### src/rtl/core/loc_pkg.sv
// ----------------------------------------------------------------------------
// loc_pkg
// Shared types, sizes and helpers of the lru object cache.
// ----------------------------------------------------------------------------
`default_nettype none

package loc_pkg;

  localparam int LINES       = 10;
  localparam int KEY_WIDTH   = 32;
  localparam int VALUE_WIDTH = 32;
  localparam int IDX_W       = $clog2(LINES);
  localparam int ENTRY_W     = KEY_WIDTH + VALUE_WIDTH;

  localparam logic OP_LOOKUP = 1'b0;
  localparam logic OP_STORE  = 1'b1;

  typedef struct packed {
    logic        operation;
    logic [31:0] lookup_key;
    logic [31:0] store_value;
  } loc_req_t;

  typedef struct packed {
    logic        hit;
    logic [31:0] read_value;
  } loc_res_t;

  // requests from the cache controller to the recency list
  typedef struct packed {
    logic             rd_victim;
    logic             promote;
    logic [IDX_W-1:0] target;
  } loc_lru_cmd_t;

  typedef struct packed {
    logic             ready;
    logic             victim_vld;
    logic [IDX_W-1:0] victim;
    logic             done;
  } loc_lru_sts_t;

  function automatic logic [KEY_WIDTH-1:0] to_key(input logic [31:0] k);
    logic [63:0] w;
    w = 64'(k);
    return w[KEY_WIDTH-1:0];
  endfunction

  function automatic logic [VALUE_WIDTH-1:0] to_value(input logic [31:0] v);
    logic [63:0] w;
    w = 64'(v);
    return w[VALUE_WIDTH-1:0];
  endfunction

  function automatic logic [31:0] from_value(input logic [VALUE_WIDTH-1:0] v);
    logic [63:0] w;
    w = 64'(v);
    return w[31:0];
  endfunction

endpackage

`default_nettype wire

### src/rtl/core/loc_ram.sv
// ----------------------------------------------------------------------------
// loc_ram
// Generic simple dual port RAM, one write and one read port, registered read.
// ----------------------------------------------------------------------------
`default_nettype none

module loc_ram #(
  parameter int WIDTH = 8,
  parameter int DEPTH = 16
) (
  input  wire logic                     clk,
  input  wire logic                     we,
  input  wire logic [$clog2(DEPTH)-1:0] waddr,
  input  wire logic [WIDTH-1:0]         wdata,
  input  wire logic [$clog2(DEPTH)-1:0] raddr,
  output logic      [WIDTH-1:0]         rdata
);

  logic [WIDTH-1:0] mem [DEPTH];

  always_ff @(posedge clk) begin
    if (we) begin
      mem[waddr] <= wdata;
    end
    rdata <= mem[raddr];
  end

endmodule

`default_nettype wire

### src/rtl/core/loc_lru.sv
// ----------------------------------------------------------------------------
// loc_lru
// Recency list held in a RAM: position 0 most recent. Fills the identity
// order after reset, reads the least-recent index and moves an index to the
// front by one walk from position 0, one position per cycle.
// ----------------------------------------------------------------------------
`default_nettype none

module loc_lru (
  input  wire logic                  clk,
  input  wire logic                  rst_n,
  input  wire loc_pkg::loc_lru_cmd_t cmd,
  output loc_pkg::loc_lru_sts_t      sts
);

  import loc_pkg::*;

  localparam logic [1:0] L_INIT = 2'd0;
  localparam logic [1:0] L_IDLE = 2'd1;
  localparam logic [1:0] L_VICT = 2'd2;
  localparam logic [1:0] L_MOVE = 2'd3;

  localparam logic [IDX_W-1:0] LAST_POS = IDX_W'(LINES - 1);

  logic [1:0]       state_r, state_nxt;
  logic [IDX_W-1:0] pos_r, pos_nxt;
  logic [IDX_W-1:0] carry_r, carry_nxt;
  logic [IDX_W-1:0] tgt_r, tgt_nxt;

  logic             we;
  logic [IDX_W-1:0] waddr, wdata, raddr, rdata;
  logic             move_end;

  loc_ram #(.WIDTH(IDX_W), .DEPTH(LINES)) u_order_ram (
    .clk   (clk),
    .we    (we),
    .waddr (waddr),
    .wdata (wdata),
    .raddr (raddr),
    .rdata (rdata)
  );

  // walk stops where the target was found, or at the tail
  assign move_end = (rdata == tgt_r) || (pos_r == LAST_POS);

  always_comb begin
    state_nxt = state_r;
    pos_nxt   = pos_r;
    carry_nxt = carry_r;
    tgt_nxt   = tgt_r;
    we        = 1'b0;
    waddr     = pos_r;
    wdata     = carry_r;
    raddr     = pos_r + IDX_W'(1);
    sts       = '0;
    unique case (state_r)
      L_INIT: begin
        we    = 1'b1;
        wdata = pos_r;
        if (pos_r == LAST_POS) begin
          pos_nxt   = '0;
          state_nxt = L_IDLE;
        end else begin
          pos_nxt = pos_r + IDX_W'(1);
        end
      end
      L_IDLE, L_VICT: begin
        sts.ready      = (state_r == L_IDLE);
        sts.victim_vld = (state_r == L_VICT);
        sts.victim     = rdata;
        if (cmd.promote) begin
          raddr     = '0;
          pos_nxt   = '0;
          carry_nxt = cmd.target;
          tgt_nxt   = cmd.target;
          state_nxt = L_MOVE;
        end else if (cmd.rd_victim && state_r == L_IDLE) begin
          raddr     = LAST_POS;
          state_nxt = L_VICT;
        end else begin
          state_nxt = L_IDLE;
        end
      end
      L_MOVE: begin
        we = 1'b1;
        if (move_end) begin
          sts.done  = 1'b1;
          state_nxt = L_IDLE;
        end else begin
          carry_nxt = rdata;
          pos_nxt   = pos_r + IDX_W'(1);
        end
      end
      default: begin
        state_nxt = L_INIT;
      end
    endcase
  end

  always_ff @(posedge clk) begin
    if (!rst_n) begin
      state_r <= L_INIT;
      pos_r   <= '0;
    end else begin
      state_r <= state_nxt;
      pos_r   <= pos_nxt;
    end
    carry_r <= carry_nxt;
    tgt_r   <= tgt_nxt;
  end

endmodule

`default_nettype wire

### src/rtl/core/lru_object_cache.sv
// ----------------------------------------------------------------------------
// lru_object_cache
// Fully associative key/value cache with a true lru recency list.
// ----------------------------------------------------------------------------
// A request is taken on a rising edge with start high and busy low. busy stays
// high until the cycle in which its result is shown; out_valid is high for
// exactly one cycle with out_res, and the receiver has no way to hold it off.
// A lookup scans the entry RAM from entry 0, one entry per cycle, and stops
// at the first valid key match. A hit then moves that entry to the front of
// the recency list, which walks the list RAM one position per cycle.
// A store reads the least-recent index, writes key and value there and moves
// it to the front.
// A lookup miss is shown once the last entry has been scanned; a hit or a
// store is shown once the recency move has ended. busy is already low in
// the out_valid cycle, so the next request may be taken at the edge that
// ends it.
// After reset the valid bits clear at once and the recency RAM is filled with
// its identity order, one position per cycle; busy stays high until the fill
// is done.
// ----------------------------------------------------------------------------
`default_nettype none

module lru_object_cache (
  input  wire logic              clk,
  input  wire logic              rst_n,
  input  wire logic              start,
  output logic                   busy,
  input  wire loc_pkg::loc_req_t in_req,
  output logic                   out_valid,
  output loc_pkg::loc_res_t      out_res
);

  import loc_pkg::*;

  localparam logic [2:0] S_INIT = 3'd0;
  localparam logic [2:0] S_IDLE = 3'd1;
  localparam logic [2:0] S_VICT = 3'd2;
  localparam logic [2:0] S_SCAN = 3'd3;
  localparam logic [2:0] S_WAIT = 3'd4;

  localparam logic [IDX_W-1:0] LAST_IDX = IDX_W'(LINES - 1);

  logic [2:0]             state_r, state_nxt;
  logic [IDX_W-1:0]       scan_r, scan_nxt;
  logic [LINES-1:0]       valid_r, valid_nxt;
  logic [KEY_WIDTH-1:0]   key_r, key_nxt;
  logic [VALUE_WIDTH-1:0] val_r, val_nxt;
  logic                   out_valid_r, out_valid_nxt;
  loc_res_t               res_r, res_nxt;

  loc_lru_cmd_t           lru_cmd;
  loc_lru_sts_t           lru_sts;

  logic                   kv_we;
  logic [IDX_W-1:0]       kv_raddr;
  logic [ENTRY_W-1:0]     kv_rdata;
  logic                   match;

  loc_ram #(.WIDTH(ENTRY_W), .DEPTH(LINES)) u_entry_ram (
    .clk   (clk),
    .we    (kv_we),
    .waddr (lru_sts.victim),
    .wdata ({key_r, val_r}),
    .raddr (kv_raddr),
    .rdata (kv_rdata)
  );

  loc_lru u_lru (
    .clk   (clk),
    .rst_n (rst_n),
    .cmd   (lru_cmd),
    .sts   (lru_sts)
  );

  assign busy      = (state_r != S_IDLE);
  assign out_valid = out_valid_r;
  assign out_res   = res_r;

  assign match = valid_r[scan_r] && (kv_rdata[ENTRY_W-1:VALUE_WIDTH] == key_r);

  always_comb begin
    state_nxt     = state_r;
    scan_nxt      = scan_r;
    valid_nxt     = valid_r;
    key_nxt       = key_r;
    val_nxt       = val_r;
    res_nxt       = res_r;
    out_valid_nxt = 1'b0;
    lru_cmd       = '0;
    lru_cmd.target = scan_r;
    kv_we         = 1'b0;
    kv_raddr      = scan_r + IDX_W'(1);
    unique case (state_r)
      S_INIT: begin
        if (lru_sts.ready) begin
          state_nxt = S_IDLE;
        end
      end
      S_IDLE: begin
        kv_raddr = '0;
        if (start) begin
          key_nxt  = to_key(in_req.lookup_key);
          val_nxt  = to_value(in_req.store_value);
          res_nxt  = '0;
          scan_nxt = '0;
          if (in_req.operation == OP_STORE) begin
            lru_cmd.rd_victim = 1'b1;
            state_nxt         = S_VICT;
          end else begin
            state_nxt = S_SCAN;
          end
        end
      end
      S_VICT: begin
        kv_we                     = 1'b1;
        valid_nxt[lru_sts.victim] = 1'b1;
        lru_cmd.promote           = 1'b1;
        lru_cmd.target            = lru_sts.victim;
        state_nxt                 = S_WAIT;
      end
      S_SCAN: begin
        if (match) begin
          res_nxt.hit        = 1'b1;
          res_nxt.read_value = from_value(kv_rdata[VALUE_WIDTH-1:0]);
          lru_cmd.promote    = 1'b1;
          state_nxt          = S_WAIT;
        end else if (scan_r == LAST_IDX) begin
          out_valid_nxt = 1'b1;
          state_nxt     = S_IDLE;
        end else begin
          scan_nxt = scan_r + IDX_W'(1);
        end
      end
      S_WAIT: begin
        if (lru_sts.done) begin
          out_valid_nxt = 1'b1;
          state_nxt     = S_IDLE;
        end
      end
      default: begin
        state_nxt = S_INIT;
      end
    endcase
  end

  always_ff @(posedge clk) begin
    if (!rst_n) begin
      state_r     <= S_INIT;
      valid_r     <= '0;
      out_valid_r <= 1'b0;
    end else begin
      state_r     <= state_nxt;
      valid_r     <= valid_nxt;
      out_valid_r <= out_valid_nxt;
    end
    scan_r <= scan_nxt;
    key_r  <= key_nxt;
    val_r  <= val_nxt;
    res_r  <= res_nxt;
  end

  // a request taken always makes the block busy on the next cycle
  a_accept_busy: assert property (@(posedge clk) disable iff (!rst_n)
    start && !busy |=> busy)
    else $error("request accepted but block not busy");

  a_result_idle: assert property (@(posedge clk) disable iff (!rst_n)
    out_valid |-> !busy)
    else $error("result shown while block busy");

  a_victim_ready: assert property (@(posedge clk) disable iff (!rst_n)
    state_r == S_VICT |-> lru_sts.victim_vld)
    else $error("victim index not available from recency list");

  a_done_wait: assert property (@(posedge clk) disable iff (!rst_n)
    lru_sts.done |-> state_r == S_WAIT)
    else $error("recency move ended outside of wait state");

  a_miss_zero: assert property (@(posedge clk) disable iff (!rst_n)
    out_valid && !out_res.hit |-> out_res.read_value == 32'd0)
    else $error("miss or store result carries a value");

endmodule

`default_nettype wire
### config.mk
export PLATFORM = sky130hd
export DESIGN_NAME = lru_object_cache
export DESIGN_NICKNAME = d
export VERILOG_FILES = /design/src/rtl/core/loc_pkg.sv /design/src/rtl/core/loc_ram.sv /design/src/rtl/core/loc_lru.sv /design/src/rtl/core/lru_object_cache.sv
export SDC_FILE = /design/constraint.sdc
export NUM_CORES = 1
export LEC_CHECK = 0
export BUFFER_PORTS_ARGS = -buffer_cell sky130_fd_sc_hd__buf_2
export CELL_PAD_IN_SITES_DETAIL_PLACEMENT = 1
export CELL_PAD_IN_SITES_GLOBAL_PLACEMENT = 2
export CORE_MARGIN = 3
export CORE_UTILIZATION = 24
export CTS_CLUSTER_DIAMETER = 80
export DETAILED_ROUTE_END_ITERATION = 8
export GPL_TIMING_DRIVEN = 0
export PLACE_DENSITY = 0.55
export SLEW_MARGIN = 20
export SYNTH_ARGS = -nofsm -noshare
export SYNTH_HDL_FRONTEND = slang
export SYNTH_SLANG_ARGS = --single-unit
### constraint.sdc
create_clock -name clk -period 22.9 [get_ports clk]
set_input_delay 4.58 -clock clk [delete_from_list [all_inputs] [get_ports clk]]
set_output_delay 4.58 -clock clk [all_outputs]
set_load 0.1 [all_outputs]
Word-level counts from Yosys, hierarchy flattened

Memories as Yosys holds them, arrays and structs flattened. A register that Yosys moved wholly into a read port is not among the register bits.
Index checks and enable logic that the tools add are counted.
W data, S select, Z words.

Bits in registers: 129
RAM bits: 680
Input bits: 68
Output and inout bits: 35
Word-level logic and storage cells: 115
Memories kept: 2

Memories:

| name                  | depth | width | rd ports | clocked after Yosys merged registers in | wr ports | RTL line      | source |
|---|---|---|---|---|---|---|---|
| u_entry_ram.mem       | 10    | 64    | 1        | 1                                       | 1        | loc_ram.sv:19 | `logic [WIDTH-1:0] mem [DEPTH];` |
| u_lru.u_order_ram.mem | 10    | 4     | 1        | 1                                       | 1        | loc_ram.sv:19 |  |

Add/subtract/negate cells: 2
Order comparisons: 3
Eq/ne operators: 23
Multiplexer cells: 54
Bitwise logic cells: 1
Reduce and logical (&&, ||, !) cells: 18

Operator list:

| kind                  | count |
|---|---|
| $mux W33              | 2 |
| $pmux W33 S2          | 1 |
| $mux W4               | 14 |
| $eq A32 B32 Y1        | 1 |
| $mux W1               | 18 |
| $ne A2 B2 Y1 const B  | 8 |
| $pmux W4 S2           | 2 |
| $mux W3               | 5 |
| $pmux W3 S5           | 1 |
| $pmux W4 S3           | 1 |
| $lt A4 B5 Y1 const B  | 2 |
| $or A10 B10 Y10       | 1 |
| $add A4 B1 Y4 const B | 2 |
| $eq A4 B4 Y1 const B  | 2 |
| $mux W2               | 4 |
| $reduce_and A2 Y1     | 4 |
| $reduce_and A4 Y1     | 2 |
| $eq A3 B2 Y1 const B  | 2 |
| $mux W6               | 1 |
| $pmux W2 S3           | 1 |
| $reduce_and A3 Y1     | 2 |
| $bmux W1 S4           | 1 |
| $demux W1 S4          | 1 |
| $eq A2 B2 Y1 const B  | 2 |
| 15 further kinds      | 21 |

Logic depth before layout (Yosys ltp)

Gate-level depths: netlist of the first run.

Depth after elaboration: 8
Mapped depth: 12
Depth with buffers taken out: 10

By module

A second synthesis of the first run with hierarchy kept.

Cell total of the unflattened synthesis: 1854
Area, all modules: 33677.3 um^2

By module, submodules not included:

| module                       | instances | cells each | area an instance (um^2) | sequential area each (um^2) |
|---|---|---|---|---|
| loc_ram at u_entry_ram       | 1         | 1376       | 26564.2                 | 20499.7 |
| lru_object_cache             | 1         | 296        | 4473.0                  | 3313.2 |
| loc_ram at u_lru.u_order_ram | 1         | 94         | 1707.9                  | 1281.2 |
| loc_lru                      | 1         | 88         | 932.1                   | 360.3 |

Least setup slack after synthesis of the first run

OpenSTA, ideal clock, no wires.

Path type: reg-to-reg
Start point: register u_lru.state_r[0]
End point: memory u_entry_ram.mem[4][0] (netlist bit) (enable)
Library setup time: 0.647 ns
Arrival: 7.482 ns
Required time: 22.253 ns
Setup slack: 14.770 ns
Cell stages (with the launch flop): 7
Path buffers: 2
Clock period less this slack: 8.130 ns
Cells stage by stage: dfxtp_1 -> inv_1 -> ha_1 -> clkbuf_1 -> clkbuf_1 -> nand3_1 -> nor4_1

Longest elaborated chain between the ends: 3
Elaborated cells on any way between the ends: 4
Those cells by class: eq/ne: 2; mux: 1; reduce/logical: 1

Ends and longest elaborated chain:

| item                                                | RTL line       | source |
|---|---|---|
| from (decl)                                         | loc_lru.sv:25  | `logic [1:0] state_r, state_nxt;` |
| from (signal assigned)                              | loc_lru.sv:105 | `state_r <= state_nxt;` |
| $eq A2 B1 Y1 / $eq A2 B2 Y1 (equally long branches) | loc_lru.sv:56  | `unique case (state_r)` |
| $reduce_or A2 Y1 (*)                                | loc_lru.sv:56  |  |
| $mux W6 (*)                                         | loc_lru.sv:56  |  |
| to (decl)                                           | loc_ram.sv:19  |  |

Every way passes the cells marked *; elsewhere a longest branch is shown, timed or not.

Final worst setup path of the first run

Start point: register state_r[0]
End point: output busy

Longest elaborated chain between the ends: 1

Ends and longest elaborated chain:

| item                   | RTL line                | source |
|---|---|---|
| from (decl)            | lru_object_cache.sv:43  | `logic [2:0] state_r, state_nxt;` |
| from (signal assigned) | lru_object_cache.sv:152 | `state_r <= state_nxt;` |
| $ne A3 B1 Y1           | lru_object_cache.sv:75  | `assign busy = (state_r != S_IDLE);` |
| to (decl)              | lru_object_cache.sv:27  | `output logic busy,` |

No other way between the ends.

==> results.toml, run 1 <==
[synth]
syn_nets = 2321
synth_xor_area_share_pct = 1.061
synthAdderAreaFrac_pct = 0.3412
synth_cell_types = 56
synthArstFlopShare_pct = 0
ys_seq_area_share_pct = 77.12
synth_mux_area_share_pct = 0.9022
synth-seq-cells = 877
netlist_area_mm2 = 0.03301
synth_edf_count = 789
syn_avg_cell_area_um2 = 14.71
yosys_warnings = 0
synthSimpleGateAreaFrac_pct = 10.06
synth_ff_type = "edfxtp_1"
synth_compound_area_share_pct = 8.453
synth_cells = 2244
synth_top_family_by_area = "simple AND/OR/NAND/NOR gates"

[die]
fp.dieW_um = 376.8
die_area_mm2 = 0.1420
fp-row-count = 135
io_pins = 103
die_h_um = 376.8
start_util_pct = 24.27
coreArea_mm2 = 0.1360

[detailed_routing]
wl_um = 99850
drc = 0
vias_per_cell = 4.606
vias = 20250
drt_iter0_markers = 1445
drt-pass1-iter-count = 5
wl_per_cell_um = 22.71
ant_nets = 0

[sta]
fin_ws_ns = 15.58
min_period_ns = 7.316
drv_slew = 0
setup_tns_ns = 0
setup_viol = 0
grt_setup_unrepaired = "no"
fmax_mhz = 136.7
fin_worst_skew_ns = 0.03874
worst_pin_slew_ns = 1.194
fin_crit_sh_pct = 31.95
hold_violations = 0
max-slew-margin-rel_pct = 20.37

[cells_and_area]
drive_above_1_share_pct = 15.19
final_common_cell = "edfxtp_1"
num-nets-final = 2603
multi_input_area_mm2 = 0.006963
area_growth_pct = 21.41
final_cell_mix = "789 x edfxtp_1, 408 x nand2_1, 162 x clkbuf_1, 136 x nand3_1, 127 x buf_2"
nFillCells = 14360
final_cell_area_mm2 = 0.04007
ff_latch_area_mm2 = 0.02545

[setup_path]
arrival_ns = 2.74
path_max_fanout = 6
critical_path_class = "reg2out"
worstReg2RegEnd = "u_entry_ram.mem[4][30]"
r2r_cells = 12
r2r_slack_ns = 18.55
crit_start = "state_r[0]"
endpoint = "busy"
critPathLaunchType = "flip-flop"
r2r-start = "u_lru.state_r[0]"
crit_required_ns = 18.32
end_kind = "output port"

[job]
maxCapViolCount = 0

[global_routing]
grtUsageTotal_pct = 13.87
antenna_found_initial = 6
overflow = 0
grt_pass1_wl_um = 146000
grt_max_degree = 36
grt_pass1_vias = 21360

[clocking]
clockRootBuffer = "clkbuf_16"
cts_setup_buffers = 0
cts_buffer_depth = 3
cts_tree = "yes"
cts_num_sinks = 877
cts_buffers = 101
path_clk_slew_ns = 0.06
postCtsHoldBufs = 0
cts_resized = 0
h-tree-depth = 3
clock_latency_ns = 0.69

[min_path]
hold_path.class = "reg2reg"
worstHoldStart = "valid_r[4]"

[placement]
routabilityCongestion = 0.7623
dp_hpwl_um = 69260
io_buffers = 101
dpl_cell_area_mm2 = 0.03673
post-place-ws_ns = 15.61

[pwr]
p_leak_nw = 13.18
powerDensity_mw_per_mm2 = 113.7
vdd_drop_max_mv = 0.05679

[run_status]
outcome = "finished, final reports clean"
## layout make-up
class                           instances  area share [%]
Timing Repair Buffer                  179           3.466
Clock buffer                          154           7.306
Sequential cell                       877           63.52
Clock inverter                         37           1.030
Multi-Input combinational cell       1194           17.37
Antenna cell                            2         0.01249
Buffer                                158           1.586
Inverter                               15          0.1467
Tap cell                             1781           5.561
## worst min-delay path by stage
| stage | to | slack, ns | depth (start not counted) |
|---|---|---|---|
| global route | valid_r[4] | 0.48 | 1 |
| finish | valid_r[4] | 0.47 | 1 |
| CTS | valid_r[4] | 0.47 | 1 |
| floorplan | valid_r[0] | 0.44 | 1 |
| global placement | valid_r[4] | 0.45 | 1 |
| detailed placement | valid_r[4] | 0.46 | 1 |
## registers in the layout, indices dropped and copies added (netlist names)
signal and count:
u_entry_ram.mem 640, u_lru.u_order_ram.rdata 4, u_lru.state_r 2, u_lru.u_order_ram.mem 40, out_res 33, out_valid 1, state_r 3, scan_r 4
u_entry_ram.rdata 64, val_r 32, u_lru.pos_r 4, u_lru.tgt_r 4, valid_r 10, u_lru.carry_r 4, key_r 32
## logic make-up (layout without fill, tap and decap cells)
| kind of cell | Yosys count | after routing |
|---|---|---|
| AOI/OAI and AO/OA | 387 | 387 |
| xor gates and xnor gates | 40 | 40 |
| adders and majority gates | 9 | 9 |
| buffers and inverters | 173 | 543 |
| DFF | 877 | 877 |
| muxes | 27 | 27 |
| other | 0 | 2 |
| and+or+nand+nor | 731 | 731 |
## where the power goes
part	internal [W]	total, W	switching (W)
combinational	0.000273	0.000991	0.000717
sequential	0.00188	0.00195	0.0000714
clock	0.000952	0.00161	0.000660
## critical path, cell delays in order (launching register included)
cell	delay [ns]
dfxtp_1	0.42
inv_1	0.11
nor3_1	0.78
inv_1	0.34
buf_2	0.39
## synth_stat cells, drive strengths merged (2+ instances only)
| cell | n | area, um^2 |
|---|---|---|
| o211ai | 67 | 503.0 |
| nand3b | 3 | 22.52 |
| mux2i | 11 | 110.1 |
| ha | 9 | 112.6 |
| and2 | 4 | 25.02 |
| nor4 | 3 | 18.77 |
| nand2b | 5 | 31.28 |
| or3b | 3 | 26.28 |
| o21a | 12 | 90.09 |
| and3 | 33 | 211.5 |
| o221ai | 67 | 586.8 |
| o21ai | 11 | 55.05 |
| or2 | 6 | 37.54 |
| inv | 15 | 56.30 |
| a31oi | 67 | 419.2 |
| clkbuf | 136 | 510.5 |
| or3 | 69 | 431.7 |
| nor2b | 2 | 12.51 |
| xnor2 | 34 | 297.8 |
| xor2 | 6 | 52.55 |
| edfxtp | 789 | 23690 |
| buf | 22 | 115.1 |
| dfxtp | 88 | 1762 |
| nand2 | 409 | 1538 |
| a21boi | 6 | 45.04 |
| a311oi | 64 | 560.5 |
| o22ai | 6 | 37.54 |
| mux2 | 16 | 187.7 |
| a211oi | 2 | 15.01 |
| nor3 | 13 | 65.06 |
| a22oi | 5 | 37.54 |
| nor2 | 32 | 120.1 |
| nand4 | 8 | 50.05 |
| a21oi | 72 | 360.4 |
| nand3 | 136 | 680.7 |
## per-layer routing
metal / wire length (um) / track usage (%)
met1: 46590 / 19.25
met2: 46340 / 22.29
met3: 4246 / 2.219
met4: 2681 / 4.138
met5: 0 / 0
## per-stage QoR
stage | hold WS [ns] | cells | power [W] | util, %
2_1_floorplan | 0.4400 | 2244 | 0.002544 | -
3_3_place_gp | 0.4474 | 4126 | 0.002966 | 26.28
3_5_place_dp | 0.4583 | 4204 | 0.003000 | 27.01
4_1_cts | 0.4730 | 4395 | 0.004632 | 29.47
5_1_grt | 0.4778 | 4395 | 0.004777 | 29.47
6_report | 0.4704 | 4397 | 0.004556 | 29.47
(Power assumes the default switching activity.)
==> inputs of run 2 (changes only) <==
--- a/config.mk
+++ b/config.mk
@@ -13,7 +13,7 @@
 export CTS_CLUSTER_DIAMETER = 80
 export DETAILED_ROUTE_END_ITERATION = 8
 export GPL_TIMING_DRIVEN = 0
-export PLACE_DENSITY = 0.55
+export PLACE_DENSITY = 0.57
 export SLEW_MARGIN = 20
 export SYNTH_ARGS = -nofsm -noshare
 export SYNTH_HDL_FRONTEND = slang
==> constraint.sdc (replaced) <==
create_clock -name clk -period 6.35 [get_ports clk]
set_input_delay 1.27 -clock clk [delete_from_list [all_inputs] [get_ports clk]]
set_output_delay 1.27 -clock clk [all_outputs]
set_load 0.1 [all_outputs]
==> run 2 against run 1 <==
Total power grew to 3.6 times the previous value. Clock power grew to 3.5 times the previous value. First-iteration DRC count grew 5.1%. Routed wire length shrank 0.13%. Highest routed layer unchanged. Critical endpoint is now u_lru.u_order_ram.rdata[1].
==> results.toml, run 2 (same netlist as run 1, synthesis figures left out) <==
[detailed_routing]
drt_iter0_markers = 1519
wl_um = 99730
vias = 20310
drc = 0
ant_nets = 0
wl_per_cell_um = 22.76
vias_per_cell = 4.636
drt-pass1-iter-count = 5

[clocking]
clock_latency_ns = 0.66
h-tree-depth = 3
postCtsHoldBufs = 0
cts_buffer_depth = 3
cts_buffers = 98
cts_tree = "yes"
cts_resized = 0
clockRootBuffer = "clkbuf_16"
cts_setup_buffers = 0
cts_num_sinks = 877
path_clk_slew_ns = 0.06

[pwr]
combPwrFrac_pct = 22.0
clkPwrFrac_pct = 34.6
powerDensity_mw_per_mm2 = 407.1
intPower_w = 0.01113
vdd_drop_max_mv = 0.2100
p_leak_nw = 13.05
switching_power_w = 0.005114
switching_share_pct = 31.49
total_power_w = 0.01624
seq_power_share_pct = 43.4

[global_routing]
grt_pass1_wl_um = 146000
overflow = 0
grt_pass1_vias = 21610
grtUsageTotal_pct = 13.83
grt_max_degree = 35
antenna_found_initial = 9

[setup_path]
critical_path_class = "reg2reg"
arrival_ns = 4.57
path_max_fanout = 11
crit_required_ns = 6.90
critPathLaunchType = "flip-flop"
end_kind = "flip-flop"

[sta]
fin_ws_ns = 2.333
fin_crit_sh_pct = 63.25
max-slew-margin-rel_pct = 22.64
worst_pin_slew_ns = 1.160
hold_ws_ns = 0.4705
fin_worst_skew_ns = 0.02919
fmax_mhz = 249.0
hold_violations = 0
grt_setup_unrepaired = "no"
min_period_ns = 4.017
setup_viol = 0
drv_slew = 0

[cells_and_area]
reg_top3 = "u_entry_ram.mem (640), u_entry_ram.rdata (64), u_lru.u_order_ram.mem (40)"
final_cell_mix = "789 x edfxtp_1, 408 x nand2_1, 167 x clkbuf_1, 136 x nand3_1, 115 x buf_2"
num-nets-final = 2595
final_common_cell = "edfxtp_1"
final_util_pct = 29.34
drive_above_1_share_pct = 14.50
nFillCells = 14380
largest-register = "u_entry_ram.mem"
largest_reg_flops = 640
area_growth_pct = 20.88

[placement]
dp_hpwl_um = 68520
io_buffers = 101
post-place-ws_ns = 1.973
routabilityCongestion = 0.7575

[die]
fp.dieW_um = 376.8
fp-row-count = 135
coreArea_mm2 = 0.1360
die_h_um = 376.8
io_pins = 103
die_area_mm2 = 0.1420
start_util_pct = 24.27

[job]
maxCapViolCount = 0

[min_path]
hold_path.class = "reg2reg"

[run_status]
outcome = "finished, final reports clean"
run 2: power by group through the flow:
stage          clock, W  combinational (W)  sequential (W)
5_1_grt         0.00602            0.00392         0.00710
4_1_cts         0.00577            0.00366         0.00705
2_1_floorplan         0            0.00195         0.00722
3_5_place_dp          0            0.00363         0.00717
3_3_place_gp          0            0.00351         0.00718
6_report        0.00562            0.00358         0.00705
run 2: per-stage QoR:
step                cell area (um^2)  setup TNS, ns  std cells
floorplan                      33010         -3.584       2244
global placement               35750       -2249.28       4126
detailed placement             36720              0       4199
CTS                            39890              0       4381
global route                   39900              0       4381
finish                         39900              0       4382
run 2: layout make-up:
| type | count | area (um^2) | area share, % |
|---|---|---|---|
| Clock buffer | 143 | 2704 | 6.777 |
| Timing Repair Buffer | 174 | 1371 | 3.437 |
| Tap cell | 1781 | 2228 | 5.585 |
| Inverter | 15 | 58.81 | 0.1474 |
| Buffer | 158 | 635.6 | 1.593 |
| Clock inverter | 39 | 467.9 | 1.173 |
| Antenna cell | 1 | 2.502 | 0.006272 |
| Multi-Input combinational cell | 1194 | 6977 | 17.49 |
| Sequential cell | 877 | 25450 | 63.80 |
run 2: final timing paths:
check / to / cells past startpoint / slack [ns] / start
worst min-delay path: valid_r[4] / 1 / 0.47 / valid_r[4]
worst max register to register: u_lru.u_order_ram.rdata[1] / 8 / 2.33 / key_r[0]
worst min register to register: valid_r[4] / 1 / 0.47 / valid_r[4]
worst max-delay path: u_lru.u_order_ram.rdata[1] / 8 / 2.33 / key_r[0]
run 2: worst max-delay path, cell delays in order, from the launching register on:
cell and delay [ns]:
edfxtp_1 0.63, xnor2_1 0.61, nand4_1 0.18, nor4_2 0.73, a31oi_1 0.29, nor2_1 0.57, nor3_1 0.27, mux2_2 0.35
o211ai_1 0.26
run 2: layer usage:
layer,up-vias,routed length [um],global-route usage [%]
met5,-,0,0
met4,0,2506,3.797
met2,504,47140,22.70
met1,10500,44950,18.89
met3,146,5122,2.282
li1,9168,-,-
